$ cat config.mk
export PLATFORM = sky130hd
export DESIGN_NAME = fsfl_ctrl
export DESIGN_NICKNAME = d
export VERILOG_FILES = /design/src/hdl/fsfl_pkg.sv /design/src/hdl/fsfl_ctrl.sv
export SDC_FILE = /design/constraint.sdc
export NUM_CORES = 1
export LEC_CHECK = 0
export ABC_AREA = 1
export BUFFER_PORTS_ARGS = -buffer_cell sky130_fd_sc_hd__buf_2
export CORE_AREA = 2 2 39 41
export DETAILED_ROUTE_END_ITERATION = 16
export DIE_AREA = 0 0 41 43
export HOLD_SLACK_MARGIN = 0.05
export PLACE_DENSITY = 0.63
export SLEW_MARGIN = 20
export SYNTH_ARGS = -nofsm -noshare
export SYNTH_HDL_FRONTEND = slang
export SYNTH_SLANG_ARGS = --single-unit
$ cat constraint.sdc
create_clock -name i_clk -period 1.1 [get_ports i_clk]
set_input_delay 0.055 -clock i_clk [delete_from_list [all_inputs] [get_ports i_clk]]
set_output_delay 0.055 -clock i_clk [all_outputs]
set_load 0.005 [all_outputs]
$ cat src/hdl/fsfl_pkg.sv
package fsfl_pkg;

    localparam int TAPS        = 256;
    localparam int TAP_W       = 8;
    localparam int SAMPLE_BITS = 16;
    localparam int COEF_BITS   = 18;
    localparam int COS_W       = COEF_BITS + 1;
    localparam int RATE_W      = 20;
    localparam int CUT_W       = 19;
    localparam int BIN_W       = 7;
    localparam int NUM_W       = 27;
    localparam int DIV_W       = CUT_W + TAP_W;
    localparam int PROD_W      = SAMPLE_BITS + COEF_BITS;
    localparam int ACC_W       = PROD_W + TAP_W;
    localparam int CFG_IDX_W   = 2;

    localparam logic [CFG_IDX_W-1:0] REG_RATE = 2'd0;
    localparam logic [CFG_IDX_W-1:0] REG_CUT  = 2'd1;

    localparam logic [RATE_W-1:0] RATE_RESET = 20'd48000;
    localparam logic [CUT_W-1:0]  CUT_RESET  = 19'd4000;

    localparam longint unsigned TAYLOR_DEN [12] = '{
        64'd2, 64'd12, 64'd30, 64'd56, 64'd90, 64'd132,
        64'd182, 64'd240, 64'd306, 64'd380, 64'd462, 64'd552
    };

    typedef logic signed [COS_W-1:0] t_cos_rom [TAPS];

    typedef enum logic [2:0] {
        S_DSTART,
        S_DIV,
        S_COEF,
        S_IDLE,
        S_MAC,
        S_DRAIN
    } t_state;

    typedef struct packed {
        logic div_start;
        logic div_step;
        logic coef_start;
        logic coef_step;
        logic accept;
        logic mac_step;
        logic finish;
    } t_cmd;

    typedef struct packed {
        logic cfg_hit;
        logic div_last;
        logic coef_last;
        logic mac_last;
        logic pipe_busy;
        logic out_full;
    } t_stat;

    function automatic longint unsigned cos_q30(longint unsigned x);
        longint unsigned x2;
        longint unsigned term;
        longint sum;
        x2   = (x * x + 64'd536870912) >> 30;
        term = 64'd1073741824;
        sum  = 64'sd1073741824;
        for (int n = 1; n <= 12; n++) begin
            term = ((term * x2) >> 30) / TAYLOR_DEN[n-1];
            if (n[0]) sum = sum - longint'(term);
            else      sum = sum + longint'(term);
        end
        if (sum < 0) sum = 0;
        if (sum > 64'sd1073741824) sum = 64'sd1073741824;
        return longint'(sum);
    endfunction

    function automatic t_cos_rom build_cos_rom();
        t_cos_rom rom;
        longint unsigned u;
        longint unsigned x;
        longint unsigned c;
        logic neg;
        for (int j = 0; j < TAPS; j++) begin
            u   = 2 * j;
            neg = 1'b0;
            if (u > TAPS) u = 2 * TAPS - u;
            if (2 * u > TAPS) begin
                neg = 1'b1;
                u   = TAPS - u;
            end
            x = (u * 64'd13493037705 + 2 * TAPS) >> (TAP_W + 2);
            c = (cos_q30(x) + (64'd1 << (30 - COEF_BITS))) >> (31 - COEF_BITS);
            rom[j] = neg ? -COS_W'(c) : COS_W'(c);
        end
        return rom;
    endfunction

    localparam t_cos_rom COS_ROM = build_cos_rom();

endpackage

$ cat src/hdl/fsfl_ctrl.sv
module fsfl_ctrl (
    input  logic           i_clk,
    input  logic           i_rst_n,
    input  logic           i_in_valid,
    output logic           o_in_ready,
    input  fsfl_pkg::t_stat i_stat,
    output fsfl_pkg::t_cmd  o_cmd
);

    import fsfl_pkg::*;

    t_state r_state;
    t_state n_state;

    always_ff @(posedge i_clk) begin
        if (!i_rst_n) begin
            r_state <= S_DSTART;
        end else begin
            r_state <= n_state;
        end
    end

    always_comb begin
        n_state    = r_state;
        o_cmd      = '0;
        o_in_ready = 1'b0;
        case (r_state)
            S_DSTART: begin
                o_cmd.div_start = 1'b1;
                n_state         = S_DIV;
            end
            S_DIV: begin
                o_cmd.div_step = 1'b1;
                if (i_stat.div_last) begin
                    o_cmd.coef_start = 1'b1;
                    n_state          = S_COEF;
                end
            end
            S_COEF: begin
                o_cmd.coef_step = 1'b1;
                if (i_stat.coef_last) begin
                    n_state = S_IDLE;
                end
            end
            S_IDLE: begin
                o_in_ready = 1'b1;
                if (i_in_valid) begin
                    o_cmd.accept = 1'b1;
                    n_state      = S_MAC;
                end
            end
            S_MAC: begin
                o_cmd.mac_step = 1'b1;
                if (i_stat.mac_last) begin
                    n_state = S_DRAIN;
                end
            end
            S_DRAIN: begin
                if (!i_stat.pipe_busy && !i_stat.out_full) begin
                    o_cmd.finish = 1'b1;
                    n_state      = S_IDLE;
                end
            end
            default: begin
                n_state = S_DSTART;
            end
        endcase
        if (i_stat.cfg_hit) begin
            n_state = S_DSTART;
        end
    end

endmodule

# ---- Yosys cells after proc, flatten, opt, wreduce, memory -nomap -nowiden
# Cells that the tools add are included.
dict set report word_totals {
  ff_bits 3
  inputBits 9
  word_cells 34
  out_inout_bits 8
}
dict set report op_classes {
  n_mux 16
  n_reduce_logical 6
  eq_ne 10
  bitwise 1
}
# cell count
set ops {}
lappend ops {{$pmux W3 S6} 1}
lappend ops {{$mux W3} 5}
lappend ops {{$ne A2 B2 Y1 const B} 5}
lappend ops {{$mux W1} 9}
lappend ops {{$eq A3 B2 Y1 const B} 2}
lappend ops {{$eq A3 B3 Y1 const B} 2}
lappend ops {{$reduce_and A5 Y1} 1}
lappend ops {{$eq A3 B1 Y1 const B} 1}
lappend ops {{$logic_not A3 Y1} 1}
lappend ops {{$logic_not A1 Y1} 2}
lappend ops {{$mux W2} 1}
lappend ops {{$reduce_or A2 Y1} 1}
lappend ops {{$logic_and A1 B1 Y1} 1}
lappend ops {{$not A1 Y1} 1}

# ---- Logic depth before layout (Yosys ltp)
# Gate-level depths: netlist of the first run.
dict set report logic_depth {
  word_depth 4
  depth_mapped 9
  ltp_nobuf 8
}

# ---- Least setup slack after synthesis of the first run
# No wires, ideal clock.
dict set report synth_path {
  kind {reg2reg}
  startpoint {register r_state[0]}
  endpoint {register r_state[2]}
  setup_slack_ns 0.087
  stages_incl_launch_ff 9
  t_required_ns 0.987
  setup_time_ns 0.113
  t_arrival_ns 0.900
  synth_period_minus_slack_ns 1.013
  path_buffers 1
  path_cell_list {dfxtp_1 -> buf_6 -> nand2_4 -> nor2_4 -> nand2_2 -> o21ai_2 -> nor2_2 -> nor2_1 -> nor2_1}
}
dict set report synth_between {
  elab_chain_cells 3
  word_cells_on_any_way 13
  classes_between {eq/ne (10); mux (1); reduce/logical (2)}
}
# element line
set synth_rtl {}
lappend synth_rtl {{start: declaration} fsfl_ctrl.sv:12} ;# t_state r_state;
lappend synth_rtl {{start signal: assignment} fsfl_ctrl.sv:19} ;# r_state <= n_state;
lappend synth_rtl {{$eq A3 B3 Y1, or another cell as far along} fsfl_ctrl.sv:27} ;# case (r_state)
lappend synth_rtl {{$ne A2 B2 Y1 (no line)} --}
lappend synth_rtl {{$reduce_and A5 Y1 (no line)} --}
# Several ways; a longest one is shown, not always the timed one.
# A chain may end at the register's enable or synchronous reset.

==> results.toml, run 1 <==
[route]
via_count = 468
wirelength_um = 1050
drt_first_pass_iters = 3
ant_nets = 0
routedWlPerCell_um = 9.80
drt_iter0_drc = 3
drc = 0
via_per_inst = 4.37

[final_layout]
reg_top3 = "r_state: 3 flops"
synthToLayoutAreaGrowth_pct = 66.3
layout-drive-gt1-share_pct = 61.5
regMostFlops = "r_state"
diodes = 0
nNetsFinal = 101
largest_reg_flops = 3
nFillCells = 141
final_area_um2 = 672

[pwr]
ir_drop_uv = 371
powerDensity_nw_per_um2 = 883
p_leak_nw = 0.379

[setup_path]
worstPathRequired_ps = 1040
critical_path_arrival_ps = 1120
crit_path_end_kind = "primary output"
crit_fanout = 4
startpoint_type = "register"
critPathKind = "reg -> out"

[grt]
antenna_found_initial = 0
track_usage_pct = 12.2
grt_max_degree = 11
grt_remaining_overflow = 0
grt_pass1_vias = 391
grt_first_pass_wirelength_um = 1390

[sta]
final_max_slew_viol_count = 0
finalSetupViolations = 8
worstMarginPinSlew_ps = 175
finClkSkew_ps = 12.7
period_share_pct = 107
clock.fmax_ghz = 0.851
hold_violations = 0
grt_setup_unrepaired = "true"
worst_slack_ps = -75.7
min_period_ps = 1180
relSlewSlack_pct = 88.3

[logic_synthesis]
synth_nets = 71
syn_inst = 62
ys_warn_count = 0
avgSynthCellArea_um2 = 6.52
yosysTopAreaCell = "dfxtp_1"
synthTopCellsByArea = "dfxtp_1 (15%), nor2_1 (14%), buf_6 (8.4%), nand3_2 (7.4%), inv_1 (7.4%)"
yosys.area.top_type_share_pct = 14.9
ys_seq_area_share_pct = 14.9
syn_area_um2 = 404
synth.distinct_cells = 19
ys_seq_elements = 3

[worst_hold_path]
hold_path.class = "in -> reg"

[clock_tree]
clk_latency_ps = 250
hold_buffers = 0
cts_tree = "built"
h-tree-depth = 1
clockRootBuffer = "clkbuf_4"
clock_path_buffers = 2
cts.sinks = 3
cts_buffers = 3
path_clk_slew_ps = 50

[floorplan]
die_area_um2 = 1760
coreArea_um2 = 1380
top_level_ports = 17
die-height_um = 43
start_util_pct = 29.2
rows = 14
die_w_um = 41

[placement]
dp_hpwl_um = 717
pre_cts_ws_ps = -23.6
place_congestion = 0.817
numPortBuffers = 16
post_dp_cell_area_um2 = 543

[status]
violations = "setup timing"
status = "finished, violations left"

[flow_run]
maxCapViolCount = 0
synthesized netlist by cell type (all sizes together):
master / n
a21oi: 1
buf: 3
clkinv: 2
dfxtp: 3
inv: 11
nand2: 8
nand3: 9
nor2: 20
nor3: 4
o21ai: 1
area by class of cell:
class / instances / area, µm² / share of cell area [%]
multi-input cells: 43 / 283 / 42.1
repair buffers: 28 / 215 / 32.0
flip-flops and latches: 3 / 68.8 / 10.2
inverters: 13 / 58.8 / 8.75
clock buffers: 4 / 26.3 / 3.91
well taps: 16 / 20.0 / 2.98
layout by cell type (no fill, tap or decap), types with 2 or more instances in the layout:
cell / synthesis / layout
buf_2: 0 / 16
buf_6: 3 / 4
nand2_2: 2 / 2
inv_6: 0 / 2
nor2_1: 15 / 13
nand3_2: 3 / 4
nand3_1: 5 / 4
nor2_4: 2 / 3
nor3_2: 2 / 2
nor2_2: 3 / 4
nand2_1: 5 / 5
inv_1: 8 / 8
dfxtp_4: 0 / 2
clkinv_1: 2 / 2
clkbuf_4: 0 / 3
buf_4: 0 / 6
per-layer routing:
| metal | GRT usage (%) | vias to the layer above | wire length (µm) |
|---|---|---|---|
| met5 | 0 | - | 0 |
| met4 | 10.0 | 0 | 17 |
| met2 | 20.3 | 14 | 565 |
| met1 | 11.5 | 204 | 424 |
| met3 | 3.14 | 2 | 42 |
| li1 | - | 248 | - |
report_power, final:
group	internal [mW]	switching [mW]	leakage (nW)
clock	0.137	0.0742	0.0150
sequential	0.117	0.00947	0.0264
combinational	0.132	0.124	0.338
metrics by stage:
step,std cells,hold WS (ps),TNS (ps),power [mW],utilization (%)
after floorplan,62,181,0,0.259,-
after global placement,99,325,-57.7,0.328,39.2
after detailed placement,99,317,-47.0,0.330,39.2
after CTS,106,68.6,-289,0.559,43.9
after global routing,107,72.9,-1070,0.643,48.6
final,107,64.0,-405,0.594,48.6
kinds of logic after synthesis:
logic type / after synthesis / share of synthesized area (%)
flops: 3 / 14.9
simple gates: 41 / 60.1
buf+inv: 16 / 21.7
compound gates: 2 / 3.40
worst max-delay path: stages (launching register included):
cell	delay, ps
dfxtp_4	350
buf_6	120
inv_6	60
nand3_4	60
buf_6	120
nor2_4	50
buf_2	110
timing repair:
action	in CTS	in global routing
setup endpoints to repair	10	11
pin swaps	3	3
cloned	0	1
resized for setup	6	11
setup buffers	3	0
final timing paths:
path         startpoint    endpoint  slack (ps)  cells after the start
max          r_state[1]    o_cmd[4]         -80                      6
min           i_stat[5]  r_state[0]          60                      4
max reg2reg  r_state[1]  r_state[2]         -70                      8
min reg2reg  r_state[1]  r_state[1]         640                      3
Power figures use the tool's default switching activity.
==> run 2, diff against run 1 <==
- ABC_AREA: 1 -> 0
- PLACE_DENSITY: 0.63 -> 0.48
==> run 2 against run 1 <==
The run still ends with setup timing left. Worst setup slack got worse by 170 ps. Utilization down 14 points. Sequential share of layout area grew 3.3 points. Register-to-register slack worse by 60 ps. Total power shrank 35%. Critical endpoint is now o_cmd[0]. Count of clock-buffer cells in the layout stayed put. Largest power group is now clock. Synthesized cell count is 53% lower. Critical path depth decreased by 2. Cell area down 30%. Die area did not move.
==> results.toml, run 2 <==
[status]
status = "finished, violations left"
violations = "setup timing"

[setup_path]
worstPathCellList = "or3b_1 > or2_1 > inv_1 > buf_2"
crit_fanout = 2
r2r-start = "r_state[0]"
crit_path_end_kind = "primary output"
endpoint = "o_cmd[0]"
r2r-end = "r_state[1]"
critPathKind = "reg -> out"
startpoint = "r_state[0]"
r2r_cells = 4
startpoint_type = "register"
critical-path-slowest-cell = "or3b_1"
reg2reg_slack_ps = -130
worstPathRequired_ps = 1040
critical_path_arrival_ps = 1290
critPathMaxStageDelay_ps = 360

[logic_synthesis]
yosys.area.top_type_share_pct = 27.9
yosysTopAreaCell = "dfxtp_1"
ys_seq_elements = 3
synthFlopType = "dfxtp_1"
yosys-top-cells-count = "and3_1 (3), dfxtp_1 (3), inv_1 (3)"
ys_seq_area_share_pct = 27.9
ys_warn_count = 0
avgSynthCellArea_um2 = 7.42
async_flop_share_pct = 0
synth_nets = 38
syn_area_um2 = 215
syn_inst = 29
synth_edf_count = 0
synth.distinct_cells = 18
synthTopCellsByArea = "dfxtp_1 (28%), and3_1 (8.7%), nor3b_1 (7.0%), nand2b_1 (5.8%), nor2b_1 (5.8%)"

[clock_tree]
cts.sinks = 3
h-tree-depth = 1
cts_tree = "built"
clockRootBuffer = "clkbuf_4"
hold_buffers = 0
clk_latency_ps = 230
clock_path_buffers = 2
cts_buffers = 3
path_clk_slew_ps = 40

[grt]
grt_remaining_overflow = 0
grt_pass1_vias = 275
track_usage_pct = 9.52
grt_max_degree = 8
antenna_found_initial = 0
grt_first_pass_wirelength_um = 1040

[final_layout]
final_cell_mix = "buf_2 (14), buf_6 (5), buf_4 (4)"
layout-drive-gt1-share_pct = 69.1
final_common_cell = "buf_2"
synthToLayoutAreaGrowth_pct = 119
diodes = 0
regMostFlops = "r_state"
reg_top3 = "r_state: 3 flops"
nNetsFinal = 65
largest_reg_flops = 3

[floorplan]
top_level_ports = 17
coreArea_um2 = 1380
die_area_um2 = 1760
rows = 14
die-height_um = 43
start_util_pct = 15.6
die_w_um = 41

[route]
drt_iter0_drc = 0
via_per_inst = 4.06
drc = 0
routedWlPerCell_um = 10.0
ant_nets = 0
via_count = 288
drt_first_pass_iters = 1
wirelength_um = 711

[sta]
hold_violations = 0
grt_setup_unrepaired = "true"
setup_tns_ps = -1170
final_max_slew_viol_count = 0
period_share_pct = 122
worst_slack_ps = -244
finClkSkew_ps = 0.400
clock.fmax_ghz = 0.744
worstMarginPinSlew_ps = 255
finalSetupViolations = 10
relSlewSlack_pct = 83.0
min_period_ps = 1340

[worst_hold_path]
hold_depth = 3
hold_path.class = "in -> reg"

[placement]
dp_hpwl_um = 478
numPortBuffers = 16
place_congestion = 0.672
pre_cts_ws_ps = -39.8

[pwr]
powerDensity_nw_per_um2 = 819
ir_drop_uv = 553
power_mw = 0.386
p_leak_nw = 0.238

[flow_run]
maxCapViolCount = 0
## run 2: report_power, final
part,internal (mW),switching (mW)
Sequential,0.113,0.00359
Clock,0.136,0.0544
Combinational,0.0507,0.0286
Total,0.300,0.0866
## run 2: timing repair
item,4_1_cts,5_1_grt
cloned,0,0
pin swaps,7,3
buffers inserted,3,0
resized for setup,7,13
endpoints found under the setup margin,10,11
## run 2: worst min-delay path by stage
stage,from,end,slack [ps]
after CTS,i_rst_n,r_state[1],120
after global routing,i_rst_n,r_state[1],170
after global placement,i_rst_n,r_state[1],370
after floorplan,i_stat[4],o_cmd[4],220
final,i_rst_n,r_state[1],140
after detailed placement,i_rst_n,r_state[1],370
## run 2: metrics by stage
| step | hold slack (ps) | area, µm² | utilization (%) | std cells |
|---|---|---|---|---|
| 2_1_floorplan | 219 | 220 | - | 29 |
| 3_3_place_gp | 371 | 347 | 25.0 | 65 |
| 3_5_place_dp | 372 | 347 | 25.0 | 65 |
| 4_1_cts | 116 | 418 | 30.2 | 71 |
| 5_1_grt | 167 | 472 | 34.1 | 71 |
| 6_report | 135 | 472 | 34.1 | 71 |
## run 2: cell families after synthesis
group	count (synthesis)	share of synthesized area, %
compound gates	4	13.4
simple gates	18	50.0
flops	3	27.9
buf+inv	4	8.72
## run 2: final cells by class
| type | count | area [µm²] |
|---|---|---|
| Fill cell | 156 | 912 |
| Tap cell | 16 | 20.0 |
| Multi-Input combinational cell | 22 | 194 |
| Timing Repair Buffer | 23 | 156 |
| Clock buffer | 4 | 26.3 |
| Inverter | 3 | 11.3 |
| Sequential cell | 3 | 63.8 |
## run 2: layer usage
metal | up-vias | wire length, µm | track usage [%] | part of all wire [%]
met2 | 16 | 343 | 11.9 | 48
met1 | 120 | 287 | 11.5 | 40
met3 | 2 | 59 | 3.14 | 8.3
li1 | 150 | - | - | -
met4 | 0 | 21 | 10.0 | 3.0
met5 | - | 0 | 0 | 0
## run 2: critical path, delay by kind of cell (launching register included)
family | cells | cell delay, ps
buf+inv | 2 | 150
flops | 1 | 310
simple gates | 2 | 590
==> run 3, diff against run 2 <==
- CORE_AREA: 2 2 39 41 -> 3 3 40 42
- DIE_AREA: 0 0 41 43 -> 0 0 43 45
- clock period: 1.1 -> 1.3 ns (I/O delays scaled with it)
==> run 3 against run 2 <==
The run still ends with setup timing left. Register-to-register slack gained 190 ps. Clock skew grew 1.4 ps. Hold slack about the same. Via count down 2.1%. Sequential power decreased by 16%. Final cell count shrank 7.0%. Combinational power shrank 42%. Clock power is 14% lower. Largest cell class unchanged. Die area increased by 9.8%. Critical path type unchanged. Cell area shrank 21%. Non-clock buffer count is 4 lower.
==> results.toml, run 3 (same netlist as run 2, synthesis figures left out) <==
[status]
status = "finished, violations left"
violations = "setup timing"

[grt]
grt_first_pass_wirelength_um = 1060
track_usage_pct = 8.32
antenna_found_initial = 0
grt_max_degree = 10
grt_remaining_overflow = 0
grt_pass1_vias = 246

[final_layout]
multi_input_area_um2 = 141
synthToLayoutAreaGrowth_pct = 72.7
seqCellArea_um2 = 61.3
diodes = 0
final_common_cell = "buf_2"
nFillCells = 154
regMostFlops = "r_state"
final_cell_mix = "buf_2 (15), and3_1 (3), clkbuf_4 (3)"
reg_top3 = "r_state: 3 flops"
layout-drive-gt1-share_pct = 52.9
nNetsFinal = 61
largest_reg_flops = 3
utilization_pct = 28.9
finalNonFillerCells = 66

[route]
via_count = 282
via_per_inst = 4.27
drt_first_pass_iters = 4
drt_iter0_drc = 7
routedWlPerCell_um = 9.70
wirelength_um = 640
ant_nets = 0
drc = 0

[sta]
period_share_pct = 105
grt_setup_unrepaired = "true"
min_period_ps = 1360
hold_violations = 0
clock.fmax_ghz = 0.734
worstMarginPinSlew_ps = 240
finClkSkew_ps = 1.82
setup_tns_ps = -62.5
finalSetupViolations = 1
final_max_slew_viol_count = 0
worst_slack_ps = -62.5
relSlewSlack_pct = 84.0

[placement]
numPortBuffers = 16
dp.cells = 60
pre_cts_ws_ps = 126
place_congestion = 0.687

[pwr]
switching_power_mw = 0.0695
p_clk_share_pct = 53.2
combPwrFrac_pct = 14.9
power_mw = 0.308
seq_power_share_pct = 31.8
p_int_mw = 0.239
swShare_pct = 22.6
powerDensity_nw_per_um2 = 829
ir_drop_uv = 316
p_leak_nw = 0.204

[floorplan]
rows = 13
coreArea_um2 = 1280
start_util_pct = 16.7
top_level_ports = 17
die_area_um2 = 1940
die_w_um = 43
die-height_um = 45

[flow_run]
maxCapViolCount = 0

[setup_path]
crit_fanout = 2
critical_path_arrival_ps = 1300
critPathKind = "reg -> out"
crit_path_end_kind = "primary output"
startpoint_type = "register"
worstPathRequired_ps = 1240

[clock_tree]
clockRootBuffer = "clkbuf_4"
hold_buffers = 0
h-tree-depth = 1
cts.sinks = 3
cts_tree = "built"
clock_path_buffers = 2
clk_latency_ps = 230
cts_buffers = 3
path_clk_slew_ps = 40

[worst_hold_path]
hold_path.class = "in -> reg"
## run 3: power groups by stage
stage	Sequential, mW	Combinational [mW]	Clock [mW]
2_1_floorplan	0.0979	0.0207	0
3_5_place_dp	0.0996	0.0406	0
6_report	0.0980	0.0460	0.164
5_1_grt	0.0983	0.0522	0.188
3_3_place_gp	0.0995	0.0407	0
4_1_cts	0.0979	0.0456	0.173
## run 3: worst paths after layout
check                  start    endpoint  slack [ps]  cells after the start
setup reg to reg  r_state[0]  r_state[1]          60                      4
hold reg to reg   r_state[1]  r_state[1]         610                      2
hold / removal       i_rst_n  r_state[1]         140                      3
setup / recovery  r_state[0]    o_cmd[0]         -60                      4
## run 3: metrics by stage
step,area [µm²],hold WS [ps]
final,372,135
after global routing,372,155
after CTS,360,125
after detailed placement,314,375
after global placement,314,391
after floorplan,215,233
## run 3: critical path, stage by stage (launching register included)
cell and delay, ps:
dfxtp_2 320, or3b_4 370, or2_4 250, inv_2 50
buf_6 80
## run 3: final cells by class
| type | count | share of cell area (%) |
|---|---|---|
| clock buffers | 4 | 7.07 |
| repair buffers | 19 | 30.3 |
| well taps | 15 | 5.05 |
| flip-flops and latches | 3 | 16.5 |
| inverters | 3 | 3.03 |
| multi-input cells | 22 | 38.0 |
## run 3: metal layers
layer	part of all wire [%]	vias up	GRT usage [%]	wire length, µm
met5	0	-	0	0
li1	-	141	-	-
met2	45	15	11.1	285
met3	10	2	5.18	64
met1	43	124	9.13	275
met4	2.5	0	7.23	16
## run 3: repair_timing
item,in CTS,in global routing
gates resized for setup,2,4
buffers inserted,2,0
setup endpoints to repair,1,6
pin swaps,2,2
gates cloned,0,0
